--- src/hw/rtl/tlssni_pkg.sv ---
package tlssni_pkg;

    // One packet byte with the packet length that rides on the first byte.
    typedef struct packed {
        logic [7:0]  pkt_byte;
        logic [15:0] packet_len;
    } in_item_t;

    // One result: a host name byte and/or the final status of a packet.
    typedef struct packed {
        logic [7:0] name_byte;
        logic       name_valid;
        logic [2:0] status;
        logic       done_res;
    } out_item_t;

    // Parser phases.
    localparam logic [4:0] PH_CT            = 5'd0;
    localparam logic [4:0] PH_VER           = 5'd1;
    localparam logic [4:0] PH_RLEN          = 5'd2;
    localparam logic [4:0] PH_HTYPE         = 5'd3;
    localparam logic [4:0] PH_HLEN_CH       = 5'd4;
    localparam logic [4:0] PH_HLEN_OTHER    = 5'd5;
    localparam logic [4:0] PH_FIXED         = 5'd6;
    localparam logic [4:0] PH_SIDLEN        = 5'd7;
    localparam logic [4:0] PH_SID           = 5'd8;
    localparam logic [4:0] PH_CSLEN         = 5'd9;
    localparam logic [4:0] PH_CS            = 5'd10;
    localparam logic [4:0] PH_CMLEN         = 5'd11;
    localparam logic [4:0] PH_CM            = 5'd12;
    localparam logic [4:0] PH_EXTSLEN       = 5'd13;
    localparam logic [4:0] PH_EXTTYPE       = 5'd14;
    localparam logic [4:0] PH_EXTLEN_SNI    = 5'd15;
    localparam logic [4:0] PH_EXTLEN_OTHER  = 5'd16;
    localparam logic [4:0] PH_EXTBODY       = 5'd17;
    localparam logic [4:0] PH_LISTLEN       = 5'd18;
    localparam logic [4:0] PH_NAMETYPE      = 5'd19;
    localparam logic [4:0] PH_NAMELEN_HOST  = 5'd20;
    localparam logic [4:0] PH_NAMELEN_OTHER = 5'd21;
    localparam logic [4:0] PH_NAME          = 5'd22;
    localparam logic [4:0] PH_NAMESKIP      = 5'd23;
    localparam logic [4:0] PH_IGNORE        = 5'd24;

    // Status codes.
    localparam logic [2:0] ST_FOUND  = 3'd0;
    localparam logic [2:0] ST_NOT_HS = 3'd1;
    localparam logic [2:0] ST_NOT_CH = 3'd2;
    localparam logic [2:0] ST_LEN    = 3'd3;
    localparam logic [2:0] ST_NO_SNI = 3'd4;

    // Protocol constants.
    localparam logic [7:0]  CT_HANDSHAKE    = 8'h16;
    localparam logic [7:0]  HS_CLIENT_HELLO = 8'h01;
    localparam logic [23:0] EXT_SERVER_NAME = 24'h000000;
    localparam int          FIXED_BYTES     = 34;

endpackage

--- src/hw/rtl/tls_client_hello_sni_extractor_core.sv ---
// A result is first held in the parser's result register and is then written into the queue,
// from which it can be popped.
// Throughput: one packet byte per cycle while full is low; the parser updates all counters for each accepted byte.
// Full rises only when the four-entry result queue holds two or more results.
// Reset (rst_n low, asynchronous) returns the parser to the record header and empties the queue.
module tls_client_hello_sni_extractor_core #(
    parameter int OFFSET_WIDTH = 17
) (
    input  logic                  clk,
    input  logic                  rst_n,
    input  logic                  push,
    output logic                  full,
    input  tlssni_pkg::in_item_t  in_data,
    output logic                  empty,
    input  logic                  pop,
    output tlssni_pkg::out_item_t out_data
);

    logic                  res_valid;
    tlssni_pkg::out_item_t res_item;
    logic                  accept;

    assign accept = push && !full;

    tlssni_front #(
        .OFFSET_WIDTH(OFFSET_WIDTH)
    ) u_front (
        .clk      (clk),
        .rst_n    (rst_n),
        .in_valid (accept),
        .in_item  (in_data),
        .res_valid(res_valid),
        .res_item (res_item)
    );

    tlssni_queue u_queue (
        .clk        (clk),
        .rst_n      (rst_n),
        .wr_en      (res_valid),
        .wr_item    (res_item),
        .almost_full(full),
        .empty      (empty),
        .pop        (pop),
        .rd_item    (out_data)
    );

endmodule

--- src/hw/rtl/tlssni_front.sv ---
// Byte parser: walks the record and produces at most one result per byte.
module tlssni_front #(
    parameter int OFFSET_WIDTH = 17
) (
    input  logic                 clk,
    input  logic                 rst_n,
    input  logic                 in_valid,
    input  tlssni_pkg::in_item_t in_item,
    output logic                 res_valid,
    output tlssni_pkg::out_item_t res_item
);

    localparam int OW = OFFSET_WIDTH;
    // Sums of a position and a 24-bit length need room for both.
    localparam int SW = (OW > 24 ? OW : 24) + 1;

    logic [4:0]    phase_reg, phase_next;
    logic [OW-1:0] pos_reg, pos_next;
    logic [16:0]   left_reg, left_next;
    logic [23:0]   acc_reg, acc_next;
    logic [15:0]   plen_reg, plen_next;
    logic [7:0]    ct_reg, ct_next;
    logic [OW-1:0] rec_end_reg, rec_end_next;
    logic [OW-1:0] hs_end_reg, hs_end_next;
    logic [OW-1:0] exts_end_reg, exts_end_next;
    logic [OW-1:0] ext_end_reg, ext_end_next;
    logic [OW-1:0] names_end_reg, names_end_next;
    logic          given_reg, given_next;

    // Per-byte working values.
    logic [4:0]    ph;
    logic [15:0]   len;
    logic          given;
    logic [SW-1:0] pos_w;
    logic [7:0]    b;
    logic [23:0]   acc_sh;
    logic [16:0]   left_dec;
    logic          field_done;
    logic [SW-1:0] e_sum;
    logic [SW-1:0] len_w;
    logic          ext_fits;
    logic          list_fits;
    logic          in_ext;
    logic          emit;
    tlssni_pkg::out_item_t r;

    always_comb
    begin
        b        = in_item.pkt_byte;
        ph       = phase_reg;
        len      = plen_reg;
        given    = given_reg;
        if (pos_reg == '0)
        begin
            len   = (in_item.packet_len == 16'd0) ? 16'd1 : in_item.packet_len;
            given = 1'b0;
            ph    = tlssni_pkg::PH_CT;
        end
        pos_w      = SW'(pos_reg) + SW'(1);
        len_w      = SW'(len);
        acc_sh     = {acc_reg[15:0], b};
        left_dec   = (left_reg != 17'd0) ? left_reg - 17'd1 : 17'd0;
        field_done = (left_dec == 17'd0);
        e_sum      = pos_w + SW'(acc_sh);
        ext_fits   = (pos_w + SW'(4)) <= SW'(exts_end_reg);
        list_fits  = (pos_w + SW'(3)) <= SW'(names_end_reg);
        in_ext     = pos_w < SW'(ext_end_reg);

        phase_next     = ph;
        pos_next       = pos_w[OW-1:0];
        left_next      = left_reg;
        acc_next       = acc_reg;
        plen_next      = len;
        ct_next        = ct_reg;
        rec_end_next   = rec_end_reg;
        hs_end_next    = hs_end_reg;
        exts_end_next  = exts_end_reg;
        ext_end_next   = ext_end_reg;
        names_end_next = names_end_reg;
        given_next     = given;
        emit           = 1'b0;
        r              = '0;

        case (ph)
            tlssni_pkg::PH_CT:
            begin
                ct_next    = b;
                phase_next = tlssni_pkg::PH_VER;
                left_next  = 17'd2;
                acc_next   = '0;
            end
            tlssni_pkg::PH_VER:
            begin
                left_next = left_dec;
                if (field_done)
                begin
                    phase_next = tlssni_pkg::PH_RLEN;
                    left_next  = 17'd2;
                    acc_next   = '0;
                end
            end
            tlssni_pkg::PH_RLEN:
            begin
                left_next = left_dec;
                acc_next  = acc_sh;
                if (field_done)
                begin
                    if (ct_reg != tlssni_pkg::CT_HANDSHAKE)
                    begin
                        emit     = 1'b1;
                        r.status = tlssni_pkg::ST_NOT_HS;
                    end
                    else if (e_sum > len_w)
                    begin
                        emit     = 1'b1;
                        r.status = tlssni_pkg::ST_LEN;
                    end
                    else
                    begin
                        rec_end_next = e_sum[OW-1:0];
                        phase_next   = tlssni_pkg::PH_HTYPE;
                    end
                end
            end
            tlssni_pkg::PH_HTYPE:
            begin
                phase_next = (b == tlssni_pkg::HS_CLIENT_HELLO) ?
                             tlssni_pkg::PH_HLEN_CH : tlssni_pkg::PH_HLEN_OTHER;
                left_next  = 17'd3;
                acc_next   = '0;
            end
            tlssni_pkg::PH_HLEN_CH, tlssni_pkg::PH_HLEN_OTHER:
            begin
                left_next = left_dec;
                acc_next  = acc_sh;
                if (field_done)
                begin
                    if (ph == tlssni_pkg::PH_HLEN_OTHER)
                    begin
                        emit     = 1'b1;
                        r.status = tlssni_pkg::ST_NOT_CH;
                    end
                    else if (e_sum > SW'(rec_end_reg))
                    begin
                        emit     = 1'b1;
                        r.status = tlssni_pkg::ST_LEN;
                    end
                    else
                    begin
                        hs_end_next = e_sum[OW-1:0];
                        phase_next  = tlssni_pkg::PH_FIXED;
                        left_next   = 17'(tlssni_pkg::FIXED_BYTES);
                        acc_next    = '0;
                    end
                end
            end
            tlssni_pkg::PH_FIXED:
            begin
                left_next = left_dec;
                if (field_done)
                begin
                    phase_next = tlssni_pkg::PH_SIDLEN;
                end
            end
            tlssni_pkg::PH_SIDLEN, tlssni_pkg::PH_CMLEN:
            begin
                acc_next = '0;
                if (b == 8'd0)
                begin
                    phase_next = (ph == tlssni_pkg::PH_SIDLEN) ?
                                 tlssni_pkg::PH_CSLEN : tlssni_pkg::PH_EXTSLEN;
                    left_next  = 17'd2;
                end
                else
                begin
                    phase_next = (ph == tlssni_pkg::PH_SIDLEN) ?
                                 tlssni_pkg::PH_SID : tlssni_pkg::PH_CM;
                    left_next  = 17'(b);
                end
            end
            tlssni_pkg::PH_SID, tlssni_pkg::PH_CM:
            begin
                left_next = left_dec;
                if (field_done)
                begin
                    phase_next = (ph == tlssni_pkg::PH_SID) ?
                                 tlssni_pkg::PH_CSLEN : tlssni_pkg::PH_EXTSLEN;
                    left_next  = 17'd2;
                    acc_next   = '0;
                end
            end
            tlssni_pkg::PH_CSLEN:
            begin
                left_next = left_dec;
                acc_next  = acc_sh;
                if (field_done)
                begin
                    if (acc_sh == 24'd0)
                    begin
                        phase_next = tlssni_pkg::PH_CMLEN;
                    end
                    else
                    begin
                        phase_next = tlssni_pkg::PH_CS;
                        left_next  = acc_sh[16:0];
                        acc_next   = '0;
                    end
                end
            end
            tlssni_pkg::PH_CS:
            begin
                left_next = left_dec;
                if (field_done)
                begin
                    phase_next = tlssni_pkg::PH_CMLEN;
                end
            end
            tlssni_pkg::PH_EXTSLEN:
            begin
                left_next = left_dec;
                acc_next  = acc_sh;
                if (field_done)
                begin
                    if (e_sum > SW'(hs_end_reg) || e_sum > len_w)
                    begin
                        emit     = 1'b1;
                        r.status = tlssni_pkg::ST_LEN;
                    end
                    else
                    begin
                        exts_end_next = e_sum[OW-1:0];
                        // Fit test uses the new block end.
                        if ((pos_w + SW'(4)) <= SW'(e_sum[OW-1:0]))
                        begin
                            phase_next = tlssni_pkg::PH_EXTTYPE;
                            left_next  = 17'd2;
                            acc_next   = '0;
                        end
                        else
                        begin
                            emit     = 1'b1;
                            r.status = tlssni_pkg::ST_NO_SNI;
                        end
                    end
                end
            end
            tlssni_pkg::PH_EXTTYPE:
            begin
                left_next = left_dec;
                acc_next  = acc_sh;
                if (field_done)
                begin
                    phase_next = (acc_sh == tlssni_pkg::EXT_SERVER_NAME) ?
                                 tlssni_pkg::PH_EXTLEN_SNI : tlssni_pkg::PH_EXTLEN_OTHER;
                    left_next  = 17'd2;
                    acc_next   = '0;
                end
            end
            tlssni_pkg::PH_EXTLEN_SNI, tlssni_pkg::PH_EXTLEN_OTHER:
            begin
                left_next = left_dec;
                acc_next  = acc_sh;
                if (field_done)
                begin
                    if (e_sum > SW'(exts_end_reg))
                    begin
                        emit     = 1'b1;
                        r.status = tlssni_pkg::ST_LEN;
                    end
                    else
                    begin
                        ext_end_next = e_sum[OW-1:0];
                        if (ph == tlssni_pkg::PH_EXTLEN_SNI)
                        begin
                            if (acc_sh < 24'd2)
                            begin
                                emit     = 1'b1;
                                r.status = tlssni_pkg::ST_LEN;
                            end
                            else
                            begin
                                phase_next = tlssni_pkg::PH_LISTLEN;
                                left_next  = 17'd2;
                                acc_next   = '0;
                            end
                        end
                        else if (acc_sh == 24'd0)
                        begin
                            if (ext_fits)
                            begin
                                phase_next = tlssni_pkg::PH_EXTTYPE;
                                left_next  = 17'd2;
                                acc_next   = '0;
                            end
                            else
                            begin
                                emit     = 1'b1;
                                r.status = tlssni_pkg::ST_NO_SNI;
                            end
                        end
                        else
                        begin
                            phase_next = tlssni_pkg::PH_EXTBODY;
                        end
                    end
                end
            end
            tlssni_pkg::PH_EXTBODY:
            begin
                if (!in_ext)
                begin
                    if (ext_fits)
                    begin
                        phase_next = tlssni_pkg::PH_EXTTYPE;
                        left_next  = 17'd2;
                        acc_next   = '0;
                    end
                    else
                    begin
                        emit     = 1'b1;
                        r.status = tlssni_pkg::ST_NO_SNI;
                    end
                end
            end
            tlssni_pkg::PH_LISTLEN:
            begin
                left_next = left_dec;
                acc_next  = acc_sh;
                if (field_done)
                begin
                    if (e_sum > SW'(ext_end_reg))
                    begin
                        emit     = 1'b1;
                        r.status = tlssni_pkg::ST_LEN;
                    end
                    else
                    begin
                        names_end_next = e_sum[OW-1:0];
                        if ((pos_w + SW'(3)) <= SW'(e_sum[OW-1:0]))
                        begin
                            phase_next = tlssni_pkg::PH_NAMETYPE;
                        end
                        else if (!in_ext)
                        begin
                            if (ext_fits)
                            begin
                                phase_next = tlssni_pkg::PH_EXTTYPE;
                                left_next  = 17'd2;
                                acc_next   = '0;
                            end
                            else
                            begin
                                emit     = 1'b1;
                                r.status = tlssni_pkg::ST_NO_SNI;
                            end
                        end
                        else
                        begin
                            phase_next = tlssni_pkg::PH_EXTBODY;
                        end
                    end
                end
            end
            tlssni_pkg::PH_NAMETYPE:
            begin
                phase_next = (b == 8'd0) ?
                             tlssni_pkg::PH_NAMELEN_HOST : tlssni_pkg::PH_NAMELEN_OTHER;
                left_next  = 17'd2;
                acc_next   = '0;
            end
            tlssni_pkg::PH_NAMELEN_HOST, tlssni_pkg::PH_NAMELEN_OTHER,
            tlssni_pkg::PH_NAMESKIP:
            begin
                left_next = left_dec;
                if (ph != tlssni_pkg::PH_NAMESKIP)
                begin
                    acc_next = acc_sh;
                end
                if (field_done)
                begin
                    if (ph != tlssni_pkg::PH_NAMESKIP && e_sum > SW'(names_end_reg))
                    begin
                        emit     = 1'b1;
                        r.status = tlssni_pkg::ST_LEN;
                    end
                    else if (ph == tlssni_pkg::PH_NAMELEN_HOST)
                    begin
                        if (acc_sh == 24'd0)
                        begin
                            emit     = 1'b1;
                            r.status = tlssni_pkg::ST_FOUND;
                        end
                        else
                        begin
                            phase_next = tlssni_pkg::PH_NAME;
                            left_next  = acc_sh[16:0];
                            acc_next   = '0;
                        end
                    end
                    else if (ph == tlssni_pkg::PH_NAMELEN_OTHER && acc_sh != 24'd0)
                    begin
                        phase_next = tlssni_pkg::PH_NAMESKIP;
                        left_next  = acc_sh[16:0];
                        acc_next   = '0;
                    end
                    // Back to the name list loop.
                    else if (list_fits)
                    begin
                        phase_next = tlssni_pkg::PH_NAMETYPE;
                    end
                    else if (!in_ext)
                    begin
                        if (ext_fits)
                        begin
                            phase_next = tlssni_pkg::PH_EXTTYPE;
                            left_next  = 17'd2;
                            acc_next   = '0;
                        end
                        else
                        begin
                            emit     = 1'b1;
                            r.status = tlssni_pkg::ST_NO_SNI;
                        end
                    end
                    else
                    begin
                        phase_next = tlssni_pkg::PH_EXTBODY;
                    end
                end
            end
            tlssni_pkg::PH_NAME:
            begin
                left_next    = left_dec;
                emit         = 1'b1;
                r.name_byte  = b;
                r.name_valid = 1'b1;
                r.status     = tlssni_pkg::ST_FOUND;
                if (field_done)
                begin
                    r.done_res = 1'b1;
                    given_next = 1'b1;
                    phase_next = tlssni_pkg::PH_IGNORE;
                end
            end
            default:
            begin
            end
        endcase

        // A decided status ends parsing of this packet.
        if (emit && !r.name_valid)
        begin
            r.done_res = 1'b1;
            given_next = 1'b1;
            phase_next = tlssni_pkg::PH_IGNORE;
        end

        // Final byte of the packet.
        if (pos_w >= len_w)
        begin
            if (!emit && !given)
            begin
                emit     = 1'b1;
                r        = '0;
                r.status = tlssni_pkg::ST_LEN;
                r.done_res = 1'b1;
            end
            pos_next   = '0;
            phase_next = tlssni_pkg::PH_CT;
            given_next = 1'b0;
        end
    end

    always_ff @(posedge clk or negedge rst_n)
    begin
        if (!rst_n)
        begin
            phase_reg     <= tlssni_pkg::PH_CT;
            pos_reg       <= '0;
            left_reg      <= '0;
            acc_reg       <= '0;
            plen_reg      <= '0;
            ct_reg        <= '0;
            rec_end_reg   <= '0;
            hs_end_reg    <= '0;
            exts_end_reg  <= '0;
            ext_end_reg   <= '0;
            names_end_reg <= '0;
            given_reg     <= 1'b0;
            res_valid     <= 1'b0;
            res_item      <= '0;
        end
        else
        begin
            res_valid <= in_valid && emit;
            if (in_valid)
            begin
                phase_reg     <= phase_next;
                pos_reg       <= pos_next;
                left_reg      <= left_next;
                acc_reg       <= acc_next;
                plen_reg      <= plen_next;
                ct_reg        <= ct_next;
                rec_end_reg   <= rec_end_next;
                hs_end_reg    <= hs_end_next;
                exts_end_reg  <= exts_end_next;
                ext_end_reg   <= ext_end_next;
                names_end_reg <= names_end_next;
                given_reg     <= given_next;
                res_item      <= r;
            end
        end
    end

endmodule

--- src/hw/rtl/tlssni_queue.sv ---
// Small result queue between the parser and the consumer.
module tlssni_queue (
    input  logic                  clk,
    input  logic                  rst_n,
    input  logic                  wr_en,
    input  tlssni_pkg::out_item_t wr_item,
    output logic                  almost_full,
    output logic                  empty,
    input  logic                  pop,
    output tlssni_pkg::out_item_t rd_item
);

    localparam int DEPTH = 4;

    tlssni_pkg::out_item_t mem_reg [DEPTH];
    logic [1:0] wptr_reg, rptr_reg;
    logic [2:0] cnt_reg, cnt_next;
    logic       rd_en;

    assign empty = (cnt_reg == 3'd0);
    // Two slots kept free: one for the item in the parser register, one in flight.
    assign almost_full = (cnt_reg >= 3'd2);
    assign rd_en   = pop && !empty;
    assign rd_item = mem_reg[rptr_reg];
    assign cnt_next = cnt_reg + {2'd0, wr_en} - {2'd0, rd_en};

    always_ff @(posedge clk)
    begin
        if (wr_en)
        begin
            mem_reg[wptr_reg] <= wr_item;
        end
    end

    always_ff @(posedge clk or negedge rst_n)
    begin
        if (!rst_n)
        begin
            wptr_reg <= '0;
            rptr_reg <= '0;
            cnt_reg  <= '0;
        end
        else
        begin
            if (wr_en)
            begin
                wptr_reg <= wptr_reg + 2'd1;
            end
            if (rd_en)
            begin
                rptr_reg <= rptr_reg + 2'd1;
            end
            cnt_reg <= cnt_next;
        end
    end

endmodule
--- config.mk ---
export PLATFORM = sky130hd
export DESIGN_NAME = tls_client_hello_sni_extractor_core
export DESIGN_NICKNAME = d
export VERILOG_FILES = /design/src/hw/rtl/tlssni_pkg.sv /design/src/hw/rtl/tls_client_hello_sni_extractor_core.sv /design/src/hw/rtl/tlssni_front.sv /design/src/hw/rtl/tlssni_queue.sv
export SDC_FILE = /design/constraint.sdc
export NUM_CORES = 1
export LEC_CHECK = 0
export ABC_AREA = 1
export BUFFER_PORTS_ARGS = -buffer_cell sky130_fd_sc_hd__clkbuf_2
export CAP_MARGIN = 20
export CORE_ASPECT_RATIO = 1.5
export CORE_MARGIN = 10
export CORE_UTILIZATION = 46
export DETAILED_ROUTE_END_ITERATION = 12
export SYNTH_ARGS = -nofsm -noshare
export SYNTH_HDL_FRONTEND = slang
export SYNTH_HIERARCHICAL = 1
export SYNTH_SLANG_ARGS = --single-unit
--- constraint.sdc ---
create_clock -name clk -period 5.4 [get_ports clk]
set_input_delay 1.35 -clock clk [delete_from_list [all_inputs] [get_ports clk]]
set_output_delay 1.35 -clock clk [all_outputs]
set_load 0.03 [all_outputs]
After elaboration in Yosys (flattened, before gate mapping)
Memory sizes are Yosys's and may differ from the RTL's.
Cells that the tools add are included.
{"block": "word_totals", "memories": 1, "elab_cells": 297, "ram_bits": 52, "regBits": 194, "inputBits": 28, "out_inout_bits": 15}
{"name": "u_queue.mem_reg", "depth": 4, "width": 13, "read_ports": 1, "rd_ports_with_merged_regs": 0, "wr": 1, "line_no": "tlssni_queue.sv:15", "source": "tlssni_pkg::out_item_t mem_reg [DEPTH];"}
{"block": "op_classes", "reduce_logical": 42, "n_addsub": 9, "n_mux": 175, "bitwise": 7, "n_eq_ne": 29, "order_cmp": 14}
{"operator": "$mux W24", "n": 31}
{"operator": "$mux W17", "n": 28}
{"operator": "$pmux W24 S11", "n": 1}
{"operator": "$pmux W17 S12", "n": 1}
{"operator": "$mux W5", "n": 38}
{"operator": "$gt A25 B17 Y1", "n": 5}
{"operator": "$le A25 B17 Y1", "n": 4}
{"operator": "$pmux W5 S18", "n": 1}
{"operator": "$mux W3", "n": 23}
{"operator": "$eq A5 B4 Y1 const B", "n": 8}
{"operator": "$eq A5 B5 Y1 const B", "n": 8}
{"operator": "$mux W1", "n": 40}
{"operator": "$logic_not A17 Y1", "n": 2}
{"operator": "$mux W16", "n": 2}
{"operator": "$mux W13", "n": 2}
{"operator": "$add A25 B2 Y25 const B", "n": 1}
{"operator": "$add A25 B24 Y25", "n": 1}
{"operator": "$add A25 B3 Y25 const B", "n": 1}
{"operator": "$ge A25 B16 Y1", "n": 1}
{"operator": "$gt A25 B16 Y1", "n": 1}
{"operator": "$lt A25 B17 Y1", "n": 1}
{"operator": "$logic_not A24 Y1", "n": 1}
{"operator": "$lt A24 B2 Y1 const B", "n": 1}
{"operator": "$reduce_bool A24 Y1", "n": 1}
{"operator": "37 further kinds", "n": 73}

Longest topological paths before layout
Gate-level depths: netlist of the first run.
{"block": "logic_depth", "depth_word": 16, "ltp_mapped": 39, "depth_no_buf": 39}

Cells and area by module
The synthesis of the first run kept the hierarchy.
{"mod": "tlssni_front", "instances": 1, "area_each_um2": 18517.8, "cells_per_inst": 2806, "seq_area_each_um2": 4479.3}
{"mod": "tlssni_queue", "instances": 1, "area_each_um2": 2506.2, "cells_per_inst": 217, "seq_area_each_um2": 1736.7}
{"mod": "tls_client_hello_sni_extractor_core", "instances": 1, "area_each_um2": 10.0, "cells_per_inst": 2, "seq_area_each_um2": 0.0}

Worst setup path after synthesis of the first run
No wires, ideal clock.
{"block": "synth_path", "path_type": "in2reg", "from": "in in_data[16] in the netlist's numbering", "to": "reg u_front.left_reg[5]", "setup_slack_ns": 0.416, "path_buffers": 0, "cell_stages": 24, "setup_ns": 0.131, "arrival_ns": 4.854, "required_ns": 5.269, "cell_sequence": "ha_1 -> fa_1 -> nand2_1 -> nand2_1 -> o21ai_2 -> o21ai_2 -> xnor2_1 -> inv_1 -> ha_1 -> nand2_1 -> o41ai_1 -> a21oi_1 -> o21ai_0 -> nand2_1 -> nand4_1 -> nand2_1 -> nand2_1 -> clkinv_1 -> nand3_1 -> nand2_1 -> nand2_1 -> nand4_1 -> o21ai_0 -> o21ai_0"}
{"block": "synth_between", "word_cells_on_any_way": 38, "cone_classes": "add/sub: 1; order compare: 9; mux: 22; reduce/logical: 6"}
{"item": "start, declared", "line_no": "tls_client_hello_sni_extractor_core.sv:13", "source": "input tlssni_pkg::in_item_t in_data,"}
{"item": "$add A25 B24 Y25 *", "line_no": "tlssni_front.sv:64", "source": "e_sum = pos_w + SW'(acc_sh);"}
{"item": "net u_front.e_sum[6]", "line_no": "tlssni_front.sv:39", "source": "logic [SW-1:0] e_sum;"}
{"item": "$le A25 B17 Y1 (tied with other cells)", "line_no": "tlssni_front.sv:339", "source": "if ((pos_w + SW'(3)) <= SW'(e_sum[OW-1:0]))"}
{"item": "$mux W17 (tied with other cells)", "line_no": "tlssni_front.sv:339"}
{"item": "$mux W17, on equally long branches (2 in series)"}
{"item": "$pmux W17 S12 *", "line_no": "tlssni_front.sv:84", "source": "case (ph)"}
{"item": "end signal, assigned", "line_no": "tlssni_front.sv:500", "source": "left_reg <= left_next;"}
{"item": "end, declared", "line_no": "tlssni_front.sv:19", "source": "logic [16:0] left_reg, left_next;"}
Mark *: on every way through the listed nets, which the timed path passes. The rest lies on a longest branch.
A chain may end at the register's enable or synchronous reset.

Final worst setup path of the first run
{"block": "layout_path", "from": "in in_data[16] in the netlist's numbering", "to": "reg u_front.phase_reg[2]"}
{"block": "layout_between", "word_cells_on_any_way": 68, "cone_classes": "add/sub: 1; order compare: 9; mux: 51; reduce/logical: 7"}
{"item": "$add A25 B24 Y25 *", "line_no": "tlssni_front.sv:64"}
{"item": "net u_front.e_sum[4]", "line_no": "tlssni_front.sv:39"}
{"item": "$le A25 B17 Y1 (tied with other cells)", "line_no": "tlssni_front.sv:339"}
{"item": "$mux W1 (tied with other cells)", "line_no": "tlssni_front.sv:339"}
{"item": "$mux W1, on equally long branches (2 in series)"}
{"item": "$pmux W1 S8", "line_no": "tlssni_front.sv:84"}
{"item": "$logic_and A1 B1 Y1", "line_no": "tlssni_front.sv:451", "source": "if (emit && !r.name_valid)"}
{"item": "$mux W5 *", "line_no": "tlssni_front.sv:451"}
{"item": "$mux W5 *", "line_no": "tlssni_front.sv:459", "source": "if (pos_w >= len_w)"}
{"item": "end signal, assigned", "line_no": "tlssni_front.sv:478", "source": "phase_reg <= tlssni_pkg::PH_CT;"}
{"item": "end signal, assigned", "line_no": "tlssni_front.sv:498", "source": "phase_reg <= phase_next;"}
{"item": "end, declared", "line_no": "tlssni_front.sv:17", "source": "logic [4:0] phase_reg, phase_next;"}
Marks and branches as above.

==> results of run 1 <==
-- synth_stat cells, types with 5 or more instances --
library cell	number	area [um2]
nand3b_1	11	82.58
ha_1	216	2703
a21oi_2	11	96.34
nor4_1	18	112.6
buf_2	13	65.06
nand2_1	756	2838
inv_2	29	108.9
a211oi_1	9	67.56
a21oi_1	196	980.9
nor2_2	16	100.1
xnor2_1	8	70.07
o22ai_1	23	143.9
a31oi_1	10	62.56
a221oi_1	9	78.83
o21bai_1	6	45.04
nor2_1	288	1081
edfxtp_1	52	1562
nand3_2	5	50.05
o211ai_1	16	120.1
inv_1	375	1408
nand4_1	73	456.7
mux2i_1	11	110.1
o21ai_0	216	1081
nor2_4	12	135.1
o21ai_1	34	170.2
or2_2	5	31.28
buf_6	10	112.6
nand2_2	37	231.5
nand3_1	173	865.8
clkbuf_1	47	176.4
xor2_1	36	315.3
dfrtp_1	186	4654
nor3_2	5	50.05
nor3_1	43	215.2
-- through the flow --
stage	util (%)	total power, mW	hold slack, ns
6_report	55.88	15.89	0.4730
5_1_grt	55.88	17.03	0.5036
4_1_cts	54.96	15.46	0.4761
3_5_place_dp	52.90	13.50	0.4624
3_3_place_gp	52.90	13.34	0.4539
2_1_floorplan	-	8.988	0.4361
-- final cells by class --
cell class	instances	area, um2
Clock inverter	13	146.4
Sequential cell	238	6221
Multi-Input combinational cell	2305	13310
Fill cell	4406	19880
Inverter	407	1531
Tap cell	582	728.2
Clock buffer	34	690.7
Timing Repair Buffer	338	2540
-- worst max-delay path: cells and delay by family --
kind                     cells  cell delay, ns
AO/OA/AOI/OAI                1            0.11
XOR/XNOR                     1            0.24
adder cells (fa/ha/maj)      3            0.93
buffers and inverters        8            1.22
AND/OR/NAND/NOR             17            1.82
-- final timing paths --
path                                                       to  cells after the start
max reg2reg                  u_front/phase_reg[2]$_DFFE_PN0P_                     33
min in group asynchronous     u_queue/rptr_reg[1]$_DFFE_PN0P_                      1
min reg2reg                u_front/hs_end_reg[11]$_DFFE_PN0P_                      2
max in group asynchronous      u_front/pos_reg[5]$_DFFE_PN0P_                      2
max                          u_front/phase_reg[2]$_DFFE_PN0P_                     30
min                        u_front/hs_end_reg[11]$_DFFE_PN0P_                      2
-- kinds of logic (layout without fill, tap and decap cells) --
group	after synthesis	count (layout)	share of synthesized area, %
compound gates	564	564	14.95
xor+xnor	46	46	1.987
fa+ha+maj	218	218	13.04
buf+inv	482	792	9.095
flops	238	238	29.55
mux	11	11	0.5235
simple gates	1466	1466	30.85
-- report_power, final --
part	internal, mW	switching, mW	total, mW
clock	1.00	0.813	1.82
sequential	2.14	0.357	2.50
combinational	4.15	7.42	11.6
-- repair_timing --
action	4_1_cts	5_1_grt
setup buffers	0	7
resized for setup	20	81
setup endpoints to repair	65	98
pin swaps	1	22
-- layer usage --
layer / wire length (um) / GRT usage (%) / part of all wire, % / up-vias
li1: - / - / - / 10660
met1: 30690 / 30.83 / 35 / 10780
met2: 45190 / 58.18 / 51 / 904
met3: 4220 / 3.222 / 4.8 / 382
met4: 8737 / 25.98 / 9.8 / 0
met5: 0 / 0 / 0 / -
==> impl_metrics.json, run 1 <==
{
  "status": "complete, no violations",
  "fp.dieH_um": 281.9,
  "hp-class": "flip-flop to flip-flop",
  "start_util_pct": 46.69,
  "slew_headroom_pct": 29.43,
  "grt.overflow.total": 0,
  "area_delta_synth_final_pct": 19.67,
  "r2r_start": "u_front/pos_reg[0]$_DFFE_PN0P_",
  "final_cell_mix": "nand2_1, inv_1, buf_4",
  "drv_cap": 0,
  "final_area_um2": 25170,
  "dpl.cell_count": 3862,
  "ys_seq_area_share_pct": 29.55,
  "drc": 0,
  "cts_hold_buf": 0,
  "slowest_delay_ns": 0.39,
  "clkLatencyLatePin_ns": 0.60,
  "globalRouteTotalUtil_pct": 31.30,
  "yosysWarnings": 6,
  "avgSynthCellArea_um2": 6.953,
  "final_common_cell": "nand2_1",
  "portBuffers": 42,
  "dp_slack_ns": -0.7636,
  "rsz0062_at_grt": "yes",
  "clkSlewWorstSetupHoldPaths_ns": 0.07,
  "cts_root_buf": "clkbuf_16",
  "final.period_utilization_pct": 96.00,
  "grt_pass1_vias": 22540,
  "fmax_ghz": 0.1929,
  "dp_hpwl_um": 71070,
  "synth-edff-count": 52,
  "ys.flop_type": "dfrtp_1",
  "hold_violations": 0,
  "r2r_slack_ns": 0.23,
  "leakagePower_nw": 12.65,
  "synth_area_um2": 21030,
  "postSynthCellCount": 3025,
  "core-area_um2": 45050,
  "hp-start": "u_front/hs_end_reg[11]$_DFFE_PN0P_",
  "nNetsFinal": 3562,
  "clock-sinks": 238,
  "crit_path_start_kind": "primary input",
  "startpoint": "in_data[16]",
  "dieArea_um2": 54860,
  "chipWidth_um": 194.6,
  "dpl_cell_area_um2": 23830,
  "viasPerCell": 5.801,
  "crit_fanout": 4,
  "ir_drop_uv": 361.9,
  "drt_iter0_drc": 1784,
  "rows": 95,
  "timing.final.ws_setup_ns": 0.2158,
  "required_ns": 5.89,
  "fin_crit_ns": 5.184,
  "numCtsBuffers": 26,
  "drv_slew": 0,
  "htreeDepth": 1,
  "largest_register_ffs": 52,
  "diodes": 0,
  "ios": 43,
  "setup_viol": 0,
  "vias": 22720,
  "tightestPinTransition_ns": 1.057,
  "synth.distinct_cells": 69,
  "synth_seq_cells": 238,
  "fin_tns_setup_ns": 0,
  "crit_slowest_cell": "fa_1",
  "antenna_found_initial": 0,
  "cts_tree": "done",
  "cts_buffer_depth": 3,
  "gp_congestion": 1.040,
  "grt_max_degree": 80,
  "synth_nets": 3271,
  "async_flop_share_pct": 78.15,
  "dr.pass1.iters": 6,
  "drive_gt1_share_pct": 17.72,
  "totalWireLength_um": 88830,
  "timing_worst_setup_path_type": "primary input to flip-flop",
  "final_cells": 3917,
  "cp-end-kind": "flip-flop",
  "p_per_area_nw_per_um2": 631.4,
  "avgRoutedWirePerCell_um": 22.68,
  "grt_pass1_wl_um": 132100,
  "ant_nets": 0,
  "cp.arrival_ns": 5.68,
  "skew_ns": 0.02668,
  "cp_common_cell": "nand2_1"
}
(Power assumes the default switching activity.)
==> inputs of run 2 (changes only) <==
RECOVER_POWER = 50   (was default)
==> run 2 against run 1 <==
  * The run now ends with capacitance limit, slew limit left
  * Via count about the same
  * Global-route usage unchanged
  * Sequential power about the same
  * Count of clock-buffer cells in the layout unchanged
  * Register-to-register slack better by 0.03 ns
  * Fmax up 0.38%
  * Critical endpoint unchanged
==> impl_metrics.json, run 2 (synthesized netlist as in run 1, its figures left out) <==
{
  "violations": "capacitance limit, slew limit",
  "tightestPinTransition_ns": 2.361,
  "register_area_um2": 6221,
  "r2r_slack_ns": 0.26,
  "hp-class": "flip-flop to flip-flop",
  "final_common_cell": "nand2_1",
  "dpl_cell_area_um2": 23830,
  "reg2reg_to": "u_front/phase_reg[2]$_DFFE_PN0P_",
  "fin_crit_ns": 5.164,
  "grt_pass1_wl_um": 132100,
  "r2r_start": "u_front/pos_reg[0]$_DFFE_PN0P_",
  "grt_use_met2_pct": 58.18,
  "final.period_utilization_pct": 95.64,
  "fp.dieH_um": 281.9,
  "antenna_found_initial": 0,
  "slew_headroom_pct": -57.43,
  "timing_worst_setup_path_type": "primary input to flip-flop",
  "rows": 95,
  "cts_tree": "done",
  "cp-end-kind": "flip-flop",
  "chipWidth_um": 194.6,
  "sw_frac_of_total_pct": 54.06,
  "ir_drop_uv": 363.0,
  "numCtsBuffers": 26,
  "portBuffers": 42,
  "grt_pass1_vias": 22540,
  "ios": 43,
  "power_frac_clock_pct": 11.5,
  "clkSlewWorstSetupHoldPaths_ns": 0.06,
  "vias": 22730,
  "skew_ns": 0.02619,
  "totalWireLength_um": 88700,
  "drt_iter0_drc": 1814,
  "avgRoutedWirePerCell_um": 22.64,
  "area_delta_synth_final_pct": 19.58,
  "fmax_ghz": 0.1936,
  "viasPerCell": 5.804,
  "leakagePower_nw": 12.64,
  "slowest_delay_ns": 0.39,
  "htreeDepth": 1,
  "intPower_mw": 7.296,
  "p_per_area_nw_per_um2": 631.5,
  "hold_violations": 0,
  "cts_buffer_depth": 3,
  "cp_common_cell": "nand2_1",
  "final_cells": 3917,
  "drv_cap": 1,
  "fillers": 4412,
  "final_cell_mix": "nand2_1, inv_1, buf_4",
  "dieArea_um2": 54860,
  "crit_slowest_cell": "fa_1",
  "ant_nets": 0,
  "dpl.cell_count": 3862,
  "finalPower_mw": 15.88,
  "diodes": 0,
  "cts_hold_buf": 0,
  "ff2ff_path_depth": 33,
  "final_util_pct": 55.83,
  "crit_path_start_kind": "primary input",
  "min_to": "u_front/hs_end_reg[11]$_DFFE_PN0P_",
  "clock-sinks": 238,
  "grt.busiest_layer": "met2",
  "met3_usage_pct": 3.222,
  "grt_max_degree": 80,
  "hold-worst-slack_ns": 0.4746,
  "nNetsFinal": 3562,
  "power_frac_comb_pct": 72.8,
  "sequentialPowerShare_pct": 15.8,
  "netSwitchingPower_mw": 8.587,
  "hp-start": "u_front/hs_end_reg[11]$_DFFE_PN0P_",
  "drv_slew": 80,
  "cts_root_buf": "clkbuf_16",
  "multi_input_area_um2": 13310,
  "largest_register_ffs": 52,
  "status": "finished with violations",
  "use_met1_pct": 30.83,
  "clkLatencyLatePin_ns": 0.60,
  "core-area_um2": 45050,
  "globalRouteTotalUtil_pct": 31.30,
  "setup_viol": 0,
  "drc": 0,
  "dr.pass1.iters": 7,
  "crit_buf_inv": 8,
  "gp_congestion": 1.040,
  "crit_family": "simple AND/OR/NAND/NOR gates",
  "required_ns": 5.89,
  "drive_gt1_share_pct": 17.63,
  "cp.arrival_ns": 5.66,
  "start_util_pct": 46.69,
  "final_area_um2": 25150,
  "whs_path_depth": 2,
  "dp_hpwl_um": 71070,
  "grt.overflow.total": 0,
  "crit_fanout": 4,
  "rsz0062_at_grt": "yes"
}
run 2: per-stage QoR:
step | setup TNS [ns] | worst slack, ns
finish | 0 | 0.2355
global placement | -34.56 | -0.7392
detailed placement | -38.01 | -0.7636
CTS | 0 | 0.01252
floorplan | 0 | 0.4156
global route | -0.4368 | -0.04199
run 2: cell type report:
type | count | area share (%)
Multi-Input combinational cell | 2305 | 52.94
Clock buffer | 34 | 2.746
Timing Repair Buffer | 338 | 10.02
Clock inverter | 13 | 0.5820
Inverter | 407 | 6.089
Sequential cell | 238 | 24.73
Tap cell | 582 | 2.895
run 2: metal layers:
metal  wire length (um)  vias to the layer above
met4               8553                        0
met1              30480                    10750
met3               4318                      370
li1                   -                    10670
met2              45350                      940
met5                  0                        -
run 2: how the worst max path moves through the flow:
stage / end / slack [ns] / from / cells past startpoint
2_1_floorplan: u_front/left_reg[5]$_DFFE_PN0P_ / 0.42 / in_data[16] / 24
5_1_grt: u_front/acc_reg[2]$_DFFE_PN0P_ / -0.04 / u_front/pos_reg[3]$_DFFE_PN0P_ / 34
6_report: u_front/phase_reg[2]$_DFFE_PN0P_ / 0.24 / in_data[16] / 30
3_5_place_dp: u_front/phase_reg[4]$_DFFE_PN0P_ / -0.76 / in_data[16] / 33
3_3_place_gp: u_front/phase_reg[4]$_DFFE_PN0P_ / -0.74 / in_data[16] / 33
4_1_cts: u_front/res_item[3]$_DFFE_PN0P_ / 0.01 / u_front/pos_reg[0]$_DFFE_PN0P_ / 31
run 2: worst register-to-register path: cells and delay by family, from the launching register on:
kind                       cells  cell delay, ns
xor gates and xnor gates       1            0.18
and+or+nand+nor               23            2.75
adders and majority gates      3            0.79
DFF                            1            0.42
buffers and inverters          6            0.87
run 2: timing repair:
item / in CTS / in global routing
resized for setup: 20 / 81
setup endpoints to repair: 65 / 98
buffers inserted: 0 / 7
pin swaps: 1 / 22
run 2: power by group through the flow:
stage	Sequential, mW	Clock [mW]	Combinational, mW
2_1_floorplan	2.38	0	6.61
3_3_place_gp	2.49	0	10.8
3_5_place_dp	2.51	0	11.0
4_1_cts	2.48	1.86	11.1
5_1_grt	2.54	1.92	12.6
6_report	2.50	1.82	11.6
